$ cat src/rtl/core/glsw_pkg.sv
// Shared types, constants and helper functions for the grid line-of-sight walker.
// Used by the controller, the datapath and the top level; depends on nothing.
`default_nettype none

package glsw_pkg;

    // Field widths.
    localparam int COORD_W  = 6;
    localparam int CODE_W   = 8;
    localparam int OP_W     = 2;
    localparam int CFG_W    = 7;
    localparam int CFG_IDX_W = 1;

    // Default grid side; the store holds GRID_SIDE by GRID_SIDE cells.
    localparam int GRID_SIDE_DEF = 64;

    // Opcodes.
    localparam logic [OP_W-1:0] OP_LOAD          = 2'd0;
    localparam logic [OP_W-1:0] OP_WRITE_IF_EMPTY = 2'd1;
    localparam logic [OP_W-1:0] OP_QUERY         = 2'd2;

    // Configuration register indexes.
    localparam logic [CFG_IDX_W-1:0] CFG_IDX_ROWS = 1'b0;
    localparam logic [CFG_IDX_W-1:0] CFG_IDX_COLS = 1'b1;

    // Both grid dimensions reset to the full 64 by 64 grid.
    localparam logic [CFG_W-1:0] CFG_RESET_VAL = 7'd64;

    // Terrain codes that count as empty: '.', 'E' and 'w'.
    localparam logic [CODE_W-1:0] CODE_FLOOR = 8'h2E;
    localparam logic [CODE_W-1:0] CODE_EXIT  = 8'h45;
    localparam logic [CODE_W-1:0] CODE_WATER = 8'h77;

    typedef struct packed {
        logic [OP_W-1:0]    opcode;
        logic [COORD_W-1:0] point_x;
        logic [COORD_W-1:0] point_y;
        logic [CODE_W-1:0]  cell_code;
        logic [COORD_W-1:0] dest_x;
        logic [COORD_W-1:0] dest_y;
    } in_item_t;

    typedef struct packed {
        logic [COORD_W-1:0] path_x;
        logic [COORD_W-1:0] path_y;
        logic               blocked;
        logic               last;
    } out_item_t;

    // Commands from the controller to the datapath.
    typedef struct packed {
        logic load_query;
        logic write_now;
        logic read_cell;
        logic cond_write;
    } cmd_t;

    // Status from the datapath to the controller.
    typedef struct packed {
        logic run_done;
    } status_t;

    // True when a terrain code is walkable.
    function automatic logic code_is_empty(input logic [CODE_W-1:0] code);
        return (code == CODE_FLOOR) || (code == CODE_EXIT) || (code == CODE_WATER);
    endfunction

endpackage

`default_nettype wire

$ cat src/rtl/core/glsw_ctrl.sv
// Controller state machine of the grid line-of-sight walker.
// Depends on glsw_pkg for the item, command and status types.
`default_nettype none

module glsw_ctrl (
    input  wire logic              aclk,
    input  wire logic              aresetn,
    input  wire logic              s_valid,
    output logic                   s_ready,
    input  wire logic [glsw_pkg::OP_W-1:0] opcode,
    output glsw_pkg::cmd_t         cmd,
    input  wire glsw_pkg::status_t status
);

    typedef enum logic [1:0] {
        ST_IDLE,
        ST_COND,
        ST_WALK
    } state_t;

    state_t state_reg;
    state_t state_next;
    logic   accept;

    assign s_ready = (state_reg == ST_IDLE);
    assign accept  = s_valid && s_ready;

    // Decode the accepted item into one command and pick the next state.
    always_comb begin
        cmd        = '0;
        state_next = state_reg;
        case (state_reg)
            ST_IDLE: begin
                if (accept) begin
                    case (opcode)
                        glsw_pkg::OP_LOAD: begin
                            cmd.write_now = 1'b1;
                        end
                        glsw_pkg::OP_WRITE_IF_EMPTY: begin
                            cmd.read_cell = 1'b1;
                            state_next    = ST_COND;
                        end
                        glsw_pkg::OP_QUERY: begin
                            cmd.load_query = 1'b1;
                            state_next     = ST_WALK;
                        end
                        default: begin
                            state_next = ST_IDLE;
                        end
                    endcase
                end
            end
            ST_COND: begin
                // The cell's code is back from the store; write if it is empty.
                cmd.cond_write = 1'b1;
                state_next     = ST_IDLE;
            end
            ST_WALK: begin
                if (status.run_done) begin
                    state_next = ST_IDLE;
                end
            end
            default: begin
                state_next = ST_IDLE;
            end
        endcase
    end

    // State register.
    always_ff @(posedge aclk) begin
        if (!aresetn) begin
            state_reg <= ST_IDLE;
        end else begin
            state_reg <= state_next;
        end
    end

`ifndef SYNTHESIS
    // A conditional write returns to idle right after its decision state.
    a_cond_one_cycle: assert property (@(posedge aclk) disable iff (!aresetn)
        (state_reg == ST_COND) |=> (state_reg == ST_IDLE))
        else $error("conditional write did not return to idle");

    // A run only ends while a walk is in progress.
    a_done_in_walk: assert property (@(posedge aclk) disable iff (!aresetn)
        status.run_done |-> (state_reg == ST_WALK))
        else $error("run finished outside a walk");

    // A query starts a walk on the next cycle.
    a_query_walks: assert property (@(posedge aclk) disable iff (!aresetn)
        cmd.load_query |=> (state_reg == ST_WALK))
        else $error("query did not start a walk");
`endif

endmodule

`default_nettype wire

$ cat config.mk
export PLATFORM = sky130hd
export DESIGN_NAME = glsw_ctrl
export DESIGN_NICKNAME = d
export VERILOG_FILES = /design/src/rtl/core/glsw_pkg.sv /design/src/rtl/core/glsw_ctrl.sv
export SDC_FILE = /design/constraint.sdc
export NUM_CORES = 1
export LEC_CHECK = 0
export BUFFER_PORTS_ARGS = -buffer_cell sky130_fd_sc_hd__buf_2
export CAP_MARGIN = 20
export CORE_AREA = 2 2 39 41
export CTS_CLUSTER_SIZE = 10
export DETAILED_ROUTE_END_ITERATION = 12
export DIE_AREA = 0 0 41 43
export PLACE_DENSITY = 0.3
export SYNTH_ARGS = -nofsm -noshare
export SYNTH_HDL_FRONTEND = slang
export SYNTH_SLANG_ARGS = --single-unit
$ cat constraint.sdc
create_clock -name aclk -period 0.8 [get_ports aclk]
set_input_delay 0.12 -clock aclk [delete_from_list [all_inputs] [get_ports aclk]]
set_output_delay 0.12 -clock aclk [all_outputs]
set_load 0.1 [all_outputs]
Yosys cells after proc, flatten, opt, wreduce, memory -nomap -nowiden

Index checks and enable logic that the tools add are counted.

Flip-flop bits (word level): 2
Input bits: 6
Word-level logic and storage cells: 22

Equal/unequal tests: 7
Mux-type cells: 10
Reductions and logical operators: 4

Operators with widths:

| operator                                              | count |
|---|---|
| 2-to-1 mux 3 bit                                      | 2 |
| one-hot mux 2 bit (3 select lines)                    | 1 |
| == test 2 x 1 -> 1 bit, second input constant         | 2 |
| == test 2 bit, second input constant                  | 2 |
| logical NOT 2 bit                                     | 2 |
| 2-to-1 mux 1 bit                                      | 4 |
| 2-to-1 mux 2 bit                                      | 2 |
| inequality test 2 bit, second input constant          | 2 |
| one-hot mux 2 bit (2 select lines)                    | 1 |
| AND reduction 3 bit                                   | 1 |
| inequality test 2 x 1 -> 1 bit, second input constant | 1 |
| logical AND 1 bit                                     | 1 |

Longest topological paths before layout

Word-level depth: 4
Depth in mapped cells: 2

Least setup slack after synthesis

No wires, ideal clock.

Path kind: register to output
From: register state_reg[1]
To: output cmd[3] in the netlist's numbering
Arrival time: 2419 ps
Required time: 680 ps
Path slack: -1739 ps
Stages on the path, launching flop included: 2
Cells stage by stage: dfxtp_1 > nor3_1

RTL lines:

| item                   | line            | RTL |
|---|---|---|
| from (decl)            | glsw_ctrl.sv:21 | `state_t state_reg;` |
| from (signal assigned) | glsw_ctrl.sv:74 | `state_reg <= state_next;` |
| to (decl)              | glsw_ctrl.sv:11 | `output glsw_pkg::cmd_t cmd,` |

==> impl_metrics.csv <==
group,metric,value,unit
placed_design,placed_area,339.1,sq um
status,status,"finished with violations",
power_and_ir_drop,p_sw,189.7,uW
logic_synthesis,avgSynthCellArea,9.336,sq um
drt,drt_iter0_drc,0,
floorplanning,dieHeight,43,microns
power_and_ir_drop,ir_drop,626.1,uV
layout,largest_reg_flops,2,
clock_tree,cts_hold_buf,0,
layout,nNetsFinal,39,
critical_path,cp_data_required_time,0.68,ns
drt,firstDrtPassIters,1,
logic_synthesis,syn-cell-area,121.4,sq um
clock_tree,cts_htree_levels,1,
logic_synthesis,synthTopCellsByArea,"dfxtp_1, nor4b_2, nand4bb_1",
clock_tree,worstSkewPairLatency,0.23,ns
placed_design,gp_congestion,0.6041,
layout,stdcell_count,48,
placed_design,hpwl,368,microns
logic_synthesis,syn-num-nets,19,
clock_tree,cts.sinks,2,
drt,wl_met2,257,microns
drt,vias_per_cell,3.750,
drt,dr_wl_met3,37,microns
hold_path,hold_path_class,"in2reg",
drt,antenna_left,0,
logic_synthesis,synth_top_area_share,32.99,%
global_routing,grt_first_pass_wirelength,710,microns
logic_synthesis,synth-simple-area-share,56.70,%
logic_synthesis,yosysUniqueCellTypes,12,
logic_synthesis,syn_inst,13,
timing,fmax,748.3,MHz
timing,drv_slew,0,
critical_path,worstPathArrival,1.22,ns
timing,worst_slew_pin_slew,0.2302,ns
timing,slew_headroom,84.59,%
floorplanning,die_w,41,microns
logic_synthesis,synth-seq-cells,2,
timing,hold-worst-slack,0.1617,ns
critical_path,end_kind,"output port",
power_and_ir_drop,power.density,1455,mW/mm^2
timing,rsz0062_at_grt,"true",
global_routing,grt_pass1_vias,208,
global_routing,grt_overflow,0,
floorplanning,rows,14,
layout,drive_above_1_share,84.38,%
global_routing,grt_usage,6.914,%
layout,n_fill_cell,147,
clock_tree,cts_made_buffers,3,
power_and_ir_drop,seqPwrFrac,18.7,%
placed_design,io_buffers,10,
clock_tree,clk_pin_slew,0.04,ns
status,violations,"negative setup slack",
logic_synthesis,synthMuxAreaShare,0,%
drt,post-route-drc-count,0,
floorplanning,start_util,8.770,%
logic_synthesis,synth_xor_area_share,0,%
timing,setup_tns,-2.368,ns
timing,setup_viol,7,
logic_synthesis,synth_top_family_by_area,"simple AND/OR/NAND/NOR gates",
placed_design,place_ws,-0.3207,ns
timing,worst_clock_skew,0.008868,ns
timing,hold_violations,0,
drt,routedWlPerCell,9.417,microns
timing,fin_crit_sh,167.0,%
drt,wirelength,452,microns
floorplanning,io_pins,11,
placed_design,dp.cells,43,
drt,top_layer_used,"met3",
drt,via_count,180,
power_and_ir_drop,p_comb_share,36.3,%
power_and_ir_drop,p_int,374.4,uW
critical_path,path_max_fanout,3,
power_and_ir_drop,power.leakage,0.1738,nW
power_and_ir_drop,power_frac_clock,45.0,%
flow_run,cap_violations,0,
critical_path,start_kind,"register",
clock_tree,cts_tree,"built",
floorplanning,coreArea,0.001384,sq mm
layout,final_cell_area,387.9,sq um
critical_path,crit_type,"reg2out",
logic_synthesis,synth-compound-area-share,7.216,%
power_and_ir_drop,swShare,33.63,%
logic_synthesis,yosys.area_share.adder,0,%
logic_synthesis,yosysTopAreaCell,"dfxtp_1",
layout,syn_to_final_growth,219.6,%
clock_tree,clockBufferDepth,2,
logic_synthesis,seq_area_frac_synth,32.99,%
floorplanning,die_area,0.001763,sq mm
global_routing,grt_start_max_net_pins,6,
clock_tree,ctsRootBufferMaster,"clkbuf_4",
timing,period_minus_slack,1.336,ns
timing,finalWorstSetupSlack,-0.5364,ns
drt,wl_met1,158,microns
global_routing,antenna_found_initial,0,
logic_synthesis,ys_warn_count,0,
layout,antenna_cells,0,
-- per-layer routing --
metal,global-route usage [%],vias to the layer above
li1,-,88
met1,6.070,82
met2,9.063,10
met3,1.571,0
met4,12.00,0
met5,0,-
-- Yosys cell counts --
master and n:
dfxtp_1 2, and3_1 1, inv_1 1, and2_1 1, o41ai_1 1, and2b_1 1
nand4bb_1 1, nor3_1 1, nand3b_1 1, nor4b_2 1, nor2_1 1, nor2b_1 1
-- power by group through the flow --
stage	Combinational [mW]	Clock [mW]	Sequential (mW)
after floorplan	0.111	0	0.112
after global placement	0.197	0	0.107
after detailed placement	0.199	0	0.107
after CTS	0.212	0.274	0.105
after global routing	0.214	0.277	0.106
final	0.205	0.254	0.106
-- cell type report --
class | count | area (sq um) | area share (%)
sequential | 2 | 45.04 | 11.61
clock buffer | 4 | 26.28 | 6.774
inverter | 1 | 3.754 | 0.9677
timing repair buffer | 15 | 170.2 | 43.87
tap | 16 | 20.02 | 5.161
multi-input combinational | 10 | 122.6 | 31.61
-- cell usage in the layout, fill, tap and decap left out, types with 2 or more instances in the layout --
master / count
buf_12: 5
buf_2: 5
clkbuf_4: 3
buf_6: 2
buf_4: 3
-- worst max-delay path, stage by stage, from the launching register on --
cell,delay [ns]
dfxtp_2,0.32
nor4b_4,0.28
nor2b_4,0.21
buf_12,0.18
-- repair_timing --
action	in CTS	in global routing
hold endpoints to repair	0	0
pin swaps	5	0
buffers inserted	2	0
gates resized for setup	4	0
setup endpoints to repair	7	7
-- per-stage QoR --
step	total power [mW]	util (%)
after floorplan	0.2224	-
after global placement	0.3034	24.50
after detailed placement	0.3056	24.50
after CTS	0.5907	28.84
after global routing	0.5963	28.03
final	0.5642	28.03
-- cells by family after synthesis --
family	count (synthesis)
AND/OR/NAND/NOR	9
buffers and inverters	1
flip-flops	2
AO/OA/AOI/OAI	1
-- worst paths after layout --
path,slack (ns),from,cells after the start,endpoint
setup reg to reg,-0.08,state_reg[1],4,state_reg[1]
hold / removal,0.16,aresetn,2,state_reg[0]
setup / recovery,-0.54,state_reg[1],3,cmd[2]
hold reg to reg,0.58,state_reg[1],2,state_reg[0]
Note: power is estimated with default switching activity, not from simulation.
